<file path="src/egd_pkg.sv">
// Shared types, microcode format and control program for the Egyptian divider.
`default_nettype none
package egd_pkg;

    localparam int STEP_BITS = 3;
    typedef logic [STEP_BITS-1:0] t_step;

    // Program addresses
    localparam t_step STEP_LOAD = 3'd0;
    localparam t_step STEP_CHKZ = 3'd1;
    localparam t_step STEP_NORM = 3'd2;
    localparam t_step STEP_SUB  = 3'd3;
    localparam t_step STEP_EMIT = 3'd4;
    localparam t_step STEP_LAST = STEP_EMIT;

    typedef enum logic [2:0] {
        OP_NOP,
        OP_LOAD,
        OP_SHL,
        OP_SUBSHR,
        OP_EMIT
    } t_op;

    typedef enum logic [2:0] {
        COND_NO_INPUT,
        COND_ERR,
        COND_LT,
        COND_WGT_GT1,
        COND_OUT_BUSY
    } t_cond;

    typedef enum logic [1:0] {
        FIRE_ALWAYS,
        FIRE_IF,
        FIRE_UNLESS
    } t_fire;

    // One control word: operation, test, when the operation fires, jump target.
    // A true test jumps to target; otherwise fall through to the next step, or from the last step back to load.
    typedef struct packed {
        t_op   op;
        t_cond cond;
        t_fire fire;
        t_step target;
    } t_uword;

    typedef struct packed {
        logic err;
        logic lt;
        logic wgt_gt1;
    } t_dp_flags;

    typedef struct packed {
        logic      in_valid;
        logic      out_busy;
        t_dp_flags flags;
    } t_status;

    typedef struct packed {
        t_op  op;
        logic fire;
    } t_ctrl;

    function automatic t_uword program_word(input t_step step);
        t_uword w;
        case (step)
            STEP_LOAD: w = '{OP_LOAD,   COND_NO_INPUT, FIRE_UNLESS, STEP_LOAD};
            STEP_CHKZ: w = '{OP_NOP,    COND_ERR,      FIRE_ALWAYS, STEP_EMIT};
            STEP_NORM: w = '{OP_SHL,    COND_LT,       FIRE_IF,     STEP_NORM};
            STEP_SUB:  w = '{OP_SUBSHR, COND_WGT_GT1,  FIRE_ALWAYS, STEP_SUB};
            STEP_EMIT: w = '{OP_EMIT,   COND_OUT_BUSY, FIRE_UNLESS, STEP_EMIT};
            default:   w = '{OP_NOP,    COND_ERR,      FIRE_ALWAYS, STEP_LOAD};
        endcase
        return w;
    endfunction

endpackage
`default_nettype wire

</file>
<file path="src/egyptian_divider.sv">
// Top level of the Egyptian (shift and subtract) unsigned divider.
//
//  channel | dir | handshake                     | payload
//  --------+-----+-------------------------------+---------------------------------------
//  s_axis  | in  | s_axis_tvalid / s_axis_tready | tdata: dividend, divisor (zero padded)
//  m_axis  | out | m_axis_tvalid / m_axis_tready | tdata: quotient; tuser: divide_error
//
//  One division runs from transfer in to result register through k doublings, where k
//  is the number of doublings needed to lift the divisor to the dividend (k is at
//  most DATA_WIDTH), then halving subtract steps down to weight one; a zero divisor
//  skips straight to the emit step. The work is done by the single shift/subtract
//  unit, one step per cycle, under the microcode step counter. Reset (synchronous,
//  active low) returns the program to its load step and empties the output register.
//  The output register holds a result while m_axis stalls; the next item is taken
//  meanwhile and its result waits in the emit step until the register frees.
`default_nettype none
module egyptian_divider
    import egd_pkg::*;
#(
    parameter int DATA_WIDTH = 31
) (
    input  wire logic                                   i_clk,
    input  wire logic                                   i_rst_n,
    input  wire logic                                   s_axis_tvalid,
    output logic                                        s_axis_tready,
    // [DATA_WIDTH-1:0] dividend, [2*DATA_WIDTH-1:DATA_WIDTH] divisor, rest zero
    input  wire logic [((2*DATA_WIDTH+7)/8)*8-1:0]      s_axis_tdata,
    output logic                                        m_axis_tvalid,
    input  wire logic                                   m_axis_tready,
    // [DATA_WIDTH-1:0] quotient, rest zero
    output logic [((DATA_WIDTH+7)/8)*8-1:0]             m_axis_tdata,
    // [0] divide_error
    output logic                                        m_axis_tuser
);

    localparam int OUT_W = ((DATA_WIDTH + 7) / 8) * 8;

    t_ctrl                 ctrl;
    t_status               status;
    t_dp_flags             flags;
    logic [DATA_WIDTH-1:0] quotient;

    // Sequencer sees input presence, output backpressure and datapath tests
    assign status.in_valid = s_axis_tvalid;
    assign status.out_busy = m_axis_tvalid && !m_axis_tready;
    assign status.flags    = flags;

    // Ready only in the load step; the load fires exactly on a transfer
    assign s_axis_tready = (ctrl.op == OP_LOAD);

    egd_seq u_seq (
        .i_clk    (i_clk),
        .i_rst_n  (i_rst_n),
        .i_status (status),
        .o_ctrl   (ctrl)
    );

    egd_datapath #(
        .DATA_WIDTH (DATA_WIDTH)
    ) u_dp (
        .i_clk          (i_clk),
        .i_rst_n        (i_rst_n),
        .i_ctrl         (ctrl),
        .i_dividend     (s_axis_tdata[DATA_WIDTH-1:0]),
        .i_divisor      (s_axis_tdata[2*DATA_WIDTH-1:DATA_WIDTH]),
        .i_out_ready    (m_axis_tready),
        .o_flags        (flags),
        .o_out_valid    (m_axis_tvalid),
        .o_quotient     (quotient),
        .o_divide_error (m_axis_tuser)
    );

    // Pad the quotient to whole bytes
    assign m_axis_tdata = OUT_W'(quotient);

endmodule
`default_nettype wire

</file>
<file path="src/egd_seq.sv">
// Microcode sequencer: step counter, program table and condition select.
`default_nettype none
module egd_seq
    import egd_pkg::*;
(
    input  wire logic    i_clk,
    input  wire logic    i_rst_n,
    input  wire t_status i_status,
    output t_ctrl        o_ctrl
);

    t_step  r_pc;
    t_step  n_pc;
    t_uword w;
    logic   cond;

    always_comb begin
        w = program_word(r_pc);
        case (w.cond)
            COND_NO_INPUT: cond = !i_status.in_valid;
            COND_ERR:      cond = i_status.flags.err;
            COND_LT:       cond = i_status.flags.lt;
            COND_WGT_GT1:  cond = i_status.flags.wgt_gt1;
            COND_OUT_BUSY: cond = i_status.out_busy;
            default:       cond = 1'b0;
        endcase

        o_ctrl.op = w.op;
        case (w.fire)
            FIRE_ALWAYS: o_ctrl.fire = 1'b1;
            FIRE_IF:     o_ctrl.fire = cond;
            FIRE_UNLESS: o_ctrl.fire = !cond;
            default:     o_ctrl.fire = 1'b0;
        endcase

        if (cond) begin
            n_pc = w.target;
        end else if (r_pc == STEP_LAST) begin
            n_pc = STEP_LOAD;
        end else begin
            n_pc = r_pc + t_step'(1);
        end
    end

    always_ff @(posedge i_clk) begin
        if (!i_rst_n) begin
            r_pc <= STEP_LOAD;
        end else begin
            r_pc <= n_pc;
        end
    end

endmodule
`default_nettype wire

</file>
<file path="src/egd_datapath.sv">
// Divider datapath: remainder, scaled divisor, weight, quotient and output register.
`default_nettype none
module egd_datapath
    import egd_pkg::*;
#(
    parameter int DATA_WIDTH = 31
) (
    input  wire logic                  i_clk,
    input  wire logic                  i_rst_n,
    input  wire t_ctrl                 i_ctrl,
    input  wire logic [DATA_WIDTH-1:0] i_dividend,
    input  wire logic [DATA_WIDTH-1:0] i_divisor,
    input  wire logic                  i_out_ready,
    output t_dp_flags                  o_flags,
    output logic                       o_out_valid,
    output logic [DATA_WIDTH-1:0]      o_quotient,
    output logic                       o_divide_error
);

    localparam int WW = DATA_WIDTH + 1;

    logic [WW-1:0]         r_rem, r_scaled, r_weight;
    logic [DATA_WIDTH-1:0] r_quo;
    logic                  r_err;
    logic                  r_out_valid;
    logic [DATA_WIDTH-1:0] r_out_quo;
    logic                  r_out_err;

    logic fits;

    assign fits            = (r_scaled <= r_rem);
    assign o_flags.err     = r_err;
    assign o_flags.lt      = (r_scaled < r_rem);
    assign o_flags.wgt_gt1 = (r_weight > WW'(1));

    always_ff @(posedge i_clk) begin
        if (i_ctrl.fire) begin
            case (i_ctrl.op)
                OP_LOAD: begin
                    r_rem    <= {1'b0, i_dividend};
                    r_scaled <= {1'b0, i_divisor};
                    r_weight <= WW'(1);
                    r_quo    <= '0;
                    r_err    <= (i_divisor == '0);
                end
                OP_SHL: begin
                    r_weight <= r_weight << 1;
                    r_scaled <= r_scaled << 1;
                end
                OP_SUBSHR: begin
                    if (fits) begin
                        r_rem <= r_rem - r_scaled;
                        r_quo <= r_quo + r_weight[DATA_WIDTH-1:0];
                    end
                    r_weight <= r_weight >> 1;
                    r_scaled <= r_scaled >> 1;
                end
                OP_EMIT: begin
                    r_out_quo <= r_quo;
                    r_out_err <= r_err;
                end
                default: begin
                end
            endcase
        end
    end

    // Output valid: set on emit, drop after the transfer
    always_ff @(posedge i_clk) begin
        if (!i_rst_n) begin
            r_out_valid <= 1'b0;
        end else if (i_ctrl.fire && i_ctrl.op == OP_EMIT) begin
            r_out_valid <= 1'b1;
        end else if (i_out_ready) begin
            r_out_valid <= 1'b0;
        end
    end

    assign o_out_valid    = r_out_valid;
    assign o_quotient     = r_out_quo;
    assign o_divide_error = r_out_err;

endmodule
`default_nettype wire

</file>
<file path="config.mk">
export PLATFORM = sky130hd
export DESIGN_NAME = egyptian_divider
export DESIGN_NICKNAME = d
export VERILOG_FILES = /design/src/egd_pkg.sv /design/src/egyptian_divider.sv /design/src/egd_seq.sv /design/src/egd_datapath.sv
export SDC_FILE = /design/constraint.sdc
export NUM_CORES = 1
export LEC_CHECK = 0
export ABC_AREA = 1
export BUFFER_PORTS_ARGS = -buffer_cell sky130_fd_sc_hd__buf_2
export CAP_MARGIN = 20
export CORE_UTILIZATION = 50
export DETAILED_ROUTE_END_ITERATION = 8
export PLACE_DENSITY_LB_ADDON = 0.1
export SKIP_CTS_REPAIR_TIMING = 1
export SYNTH_ARGS = -nofsm -noshare
export SYNTH_HDL_FRONTEND = slang
export SYNTH_SLANG_ARGS = --single-unit
</file>
<file path="constraint.sdc">
create_clock -name i_clk -period 5.6 [get_ports i_clk]
set_clock_uncertainty 0.15 [all_clocks]
set_input_delay 0.28 -clock i_clk [delete_from_list [all_inputs] [get_ports i_clk]]
set_output_delay 0.28 -clock i_clk [all_outputs]
set_load 0.1 [all_outputs]
</file>
---- After elaboration in Yosys (flattened, before gate mapping) ----
Cells that the tools add are included.
operators by class
  $add $sub $neg .......................... 3
  order comparisons ....................... 3
  bitwise logic cells ..................... 0
  reduce and logical (&&, ||, !) cells .... 16
  divide/modulo/power cells ............... 0
  $mul .................................... 0
  shift operators ......................... 0
  muxes and demuxes ....................... 13
  equality and inequality tests ........... 15
operators with widths
  cell                                                  count
  one-hot mux 32 bit (3 select lines)                   2
  one-hot mux 32 bit (2 select lines)                   1
  one-hot mux 31 bit (2 select lines)                   1
  one-hot mux 11 bit (5 select lines)                   1
  > comparator 32 x 1 -> 1 bit (second input constant)  1
  less-or-equal comparator 32 bit                       1
  less-than comparator 32 bit                           1
  two-way mux 32 bit                                    1
  subtractor 32 bit                                     1
  adder 31 bit                                          1
  logical NOT 31 bit                                    1
  two-way mux 31 bit                                    1
  == test 3 x 2 -> 1 bit (second input constant)        6
  == test 3 x 1 -> 1 bit (second input constant)        3
  == test 3 bit (second input constant)                 3
  logical NOT 3 bit                                     2
  two-way mux 3 bit                                     2
  AND reduction 2 bit                                   3
  one-hot mux 1 bit (5 select lines)                    1
  nonzero test 2 bit                                    2
  adder 3 x 1 -> 3 bit (second input constant)          1
  logical NOT 1 bit                                     3
  one-hot mux 1 bit (3 select lines)                    1
  AND reduction 3 bit                                   1
  other kinds (7)                                       9
storage, ports and cells
  register bits after elaboration ......... 164
  latch bits .............................. 0
  memory bits (read-only) ................. 0
  memory bits (writable) .................. 0
  output and inout port bits .............. 35
  memories ................................ 0

---- Depth between registers and ports, before layout ----
  word-level depth ........................ 8
  depth in mapped cells ................... 17
  depth with buffers taken out ............ 17

---- Cells and area by module ----
A second synthesis with hierarchy kept.
unflattened totals
  cells, all modules ...................... 1480
  area, all modules ....................... 11255.8 um^2
by module, submodules not included
  module            times used  cells each  area an instance (um^2)  sequential area each (um^2)
  egd_datapath      1           1415        10844.2                  4824.6
  egd_seq           1           58          379.1                    60.1
  egyptian_divider  1           7           32.5                     0.0

---- Worst setup path after synthesis ----
No wires, ideal clock.
  kind .................................... register to register
  from .................................... register u_seq.r_pc[1]
  to ...................................... register u_dp.r_quo[0] (enable)
  arrival time ............................ 4.313 ns
  cell stages (with the launch flop) ...... 9
  library setup time ...................... 0.444 ns
  setup slack ............................. 0.694 ns
  period minus slack after synthesis ...... 4.906 ns
  cells stage by stage .................... dfxtp_1 > ha_1 > ha_1 > nor2_1 > inv_1 > nand2_1 > nor2_1 > inv_1 > a21oi_2
RTL lines
  item                                         line                    text
  start, declared                              egd_seq.sv:12           t_step r_pc;
  start signal, assigned                       egd_seq.sv:49           r_pc <= n_pc;
  == test 3 bit, or another cell as far along  egd_pkg.sv:66           case (step)
  one-hot mux 11 bit (5 select lines) *        egd_pkg.sv:66
  == test 3 x 1 -> 1 bit *                     -
  named net s_axis_tready                      egyptian_divider.sv:25  output logic s_axis_tready,
  nonzero test 2 bit (no source line) *        -
  AND reduction 3 bit (no source line) *       -
  end signal, assigned                         egd_datapath.sv:53      r_quo <= r_quo + r_weight[DATA_WIDTH-1:0];
  end, declared                                egd_datapath.sv:23      logic [DATA_WIDTH-1:0] r_quo;
The timed path passes the listed nets; every way through them passes the cells marked *.
A chain may end at the register's enable or synchronous reset.

---- Worst setup path after layout ----
  from .................................... register u_dp.r_scaled[0]
  to ...................................... register u_dp.r_scaled[22] (enable)
on the way
  word-level cells in the longest chain between the ends .. 5
ends and longest elaborated chain
  item                                    line                text
  start, declared                         egd_datapath.sv:22  logic [WW-1:0] r_rem, r_scaled, r_weight;
  start signal, assigned                  egd_datapath.sv:41  r_scaled <= {1'b0, i_divisor};
  start signal, assigned                  egd_datapath.sv:48  r_scaled <= r_scaled << 1;
  start signal, assigned                  egd_datapath.sv:56  r_scaled <= r_scaled >> 1;
  less-than comparator 32 bit *           egd_datapath.sv:33  assign o_flags.lt = (r_scaled < r_rem);
  one-hot mux 1 bit (5 select lines) *    egd_seq.sv:19       case (w.cond)
  logical NOT 1 bit                       egd_seq.sv:32       FIRE_UNLESS: o_ctrl.fire = !cond;
  one-hot mux 1 bit (3 select lines) *    egd_seq.sv:29       case (w.fire)
  AND reduction 2 bit (no source line) *  -
Mark *: on every way between the ends. The rest lies on a longest branch, timed or not.

==> run metrics <==
cells after synthesis 1231; RSZ-0062 raised after global routing false; CTS Root Cell clkbuf_16; Core Box Area 0.0204 mm²; failing checks negative hold slack; final worst path period share 66.9%; clk slew on worst S/H paths 0.07 ns; first-pass GRT wire length 43300 µm; Clock Sink Count 164; syn_area_per_cell 8.57 µm²; CTS tree done; Pins Over Slew Limit 0; worst skew pair latency 0.44 ns; antenna cells 0; DRT Pass-1 Iters 5; CP Launch Point u_dp.r_scaled[0]; Syn-to-layout area delta 15.4%; critical path endpoint category flop; IO buf count 99; Synth Cell Area 0.0105 mm²; routed via count 8835; critical path type flop to flop; CTS Buf Count 17; worst slew margin relative to its limit 32.5%; Max clock buf depth 2; Fin. Hold Viols 5; outcome finished, violations left; Reg2Reg Setup Slack 1.85 ns; synth warn 0; total die area 0.0217 mm²; Worst R2R Path Depth 16; num rows 52; Worst Hold Path Cells 3; H-tree depth 4; FILL cells 1892; worst hold slack -0.0346 ns; hold path start s_axis_tdata[9]; Critical Path RT 5.57 ns; post-route antenna net violation count 0; max cap viols 0; IO Pins 103; crit path DAT 3.71 ns; Global Route Usage Sum 25.8%; DRC 0; Final Non-Filler Cells 1630; Worst-Margin Slew 1.01 ns; Die Y 147 µm; DR iter-0 viols 509; initial antenna violation count 0; Cell variety after synth 48; hold crit path type primary input to flop; nets 1484; fmax 267 MHz; Final HPWL DP 20300 µm; routed wire length 26800 µm; Initial Util 51.6%; sequential area share after synthesis 46.3%; GPL Wtd Cong 0.956; CP max FO 35; CP startpoint kind flop; Reg-to-Reg Start u_dp.r_scaled[0]; predominant post-synthesis flop cell edfxtp_1; vias per cell 5.42; fin util 59.6%; DP Cell Count 1580; #FFs+latches synth 164; Synth Net Count 1368; wire length per cell 16.5 µm; Post-synth EDFFs 160; largest net degree at the start of global routing 74; die width 147 µm; Post-Route Setup TNS 0 ns; asr flop ratio synth 0%; fraction of layout cells with a size suffix above 1 13.2%; number of global-route vias before repair 8811; fin crit period 3.75 ns; final setup violation count 0; grt total ovfl 0
[synth_stat cells (all sizes together) (2+ instances only)]
cell | n | area share, %
nand3b | 3 | 0.21
nand3 | 51 | 2.6
a21oi | 101 | 5.0
o211ai | 4 | 0.28
dfxtp | 4 | 0.76
nor2 | 119 | 4.4
ha | 67 | 7.9
or2 | 4 | 0.24
xor2 | 7 | 0.58
o21bai | 8 | 0.57
nor4 | 10 | 0.59
a21o | 11 | 0.78
xnor2 | 14 | 1.2
o21a | 13 | 0.93
a21boi | 2 | 0.18
o21ai | 70 | 3.5
nand4 | 15 | 0.89
a31oi | 8 | 0.47
inv | 177 | 6.3
buf | 10 | 0.49
clkbuf | 17 | 0.60
nor3 | 13 | 0.62
o22ai | 29 | 1.7
fa | 2 | 0.38
edfxtp | 160 | 46
o221ai | 32 | 2.7
nand2 | 272 | 9.9
[stage by stage]
step | cell area (µm²) | setup WS, ns
2_1_floorplan | 10500 | 0.694
3_3_place_gp | 11300 | 1.92
3_5_place_dp | 11300 | 1.87
4_1_cts | 12000 | 1.84
5_1_grt | 12200 | 1.60
6_report | 12200 | 1.85
[logic make-up after synthesis]
kind of cell,Yosys count,share of synthesized area [%]
buffers and inverters,205,7.43
adder cells (fa/ha/maj),69,8.33
other,1,0.0356
XOR/XNOR,21,1.74
AND/OR/NAND/NOR,489,19.7
flip-flops,164,46.3
AO/OA/AOI/OAI,282,16.5
[worst paths after layout]
| path | end |
|---|---|
| worst max-delay path | u_dp.r_scaled[22] |
| worst min-delay path | u_dp.r_rem[9] |
| worst max register to register | u_dp.r_scaled[22] |
| worst min register to register | u_dp.o_divide_error |
[critical path, cell delays in order (launching register included)]
cell and delay, ns:
edfxtp_1 0.40, ha_1 0.29, fa_1 0.42, inv_1 0.08, nand2_1 0.05, nand2_1 0.07, nand3_1 0.09, nand2_2 0.13
nand2_1 0.07, nand2_2 0.12, nand2_1 0.06, nand2_1 0.08, nand2_2 0.09, nand3_2 0.10, nand2_2 0.11, a21oi_4 0.78
buf_12 0.33
[layout make-up]
type	count	area (µm²)	share of cell area, %
Sequential cell	164	4880	40.1
Tap cell	270	338	2.78
Multi-Input combinational cell	862	4900	40.2
Clock buffer	17	425	3.50
Timing Repair Buffer	124	741	6.09
Clock inverter	15	214	1.76
Inverter	178	669	5.50
[layout by cell type (no fill, tap or decap), types with 15 or more instances in the layout]
cell type | netlist | final
o21ai_0 | 61 | 61
o221ai_1 | 32 | 32
nand2_1 | 264 | 264
nor2_1 | 114 | 113
a21oi_1 | 94 | 94
ha_1 | 67 | 67
nand3_1 | 47 | 47
nand4_1 | 15 | 15
clkbuf_16 | 0 | 17
edfxtp_1 | 160 | 160
dlygate4sd3_1 | 0 | 18
inv_1 | 171 | 170
o22ai_1 | 29 | 29
buf_2 | 8 | 99
[layer usage]
metal  share of wire [%]  vias up  global-route usage, %
met3                 3.5       45                   3.76
li1                    -     4520                      -
met1                  44     4063                   32.3
met2                  50      207                   45.0
met4                 2.8        0                   9.85
met5                   0        -                      0
[state kept, by name, summed over array words and instances (netlist names)]
name,cells
u_dp.r_quo,31
u_dp.o_quotient,31
u_dp.r_weight,32
u_dp.r_err,1
u_dp.o_out_valid,1
u_dp.r_scaled,32
u_seq.r_pc,3
u_dp.o_divide_error,1
u_dp.r_rem,32
Power is left out: the tool's default activity adds up to more than one toggle a clock period on the data nets, which glitch-free logic cannot reach.
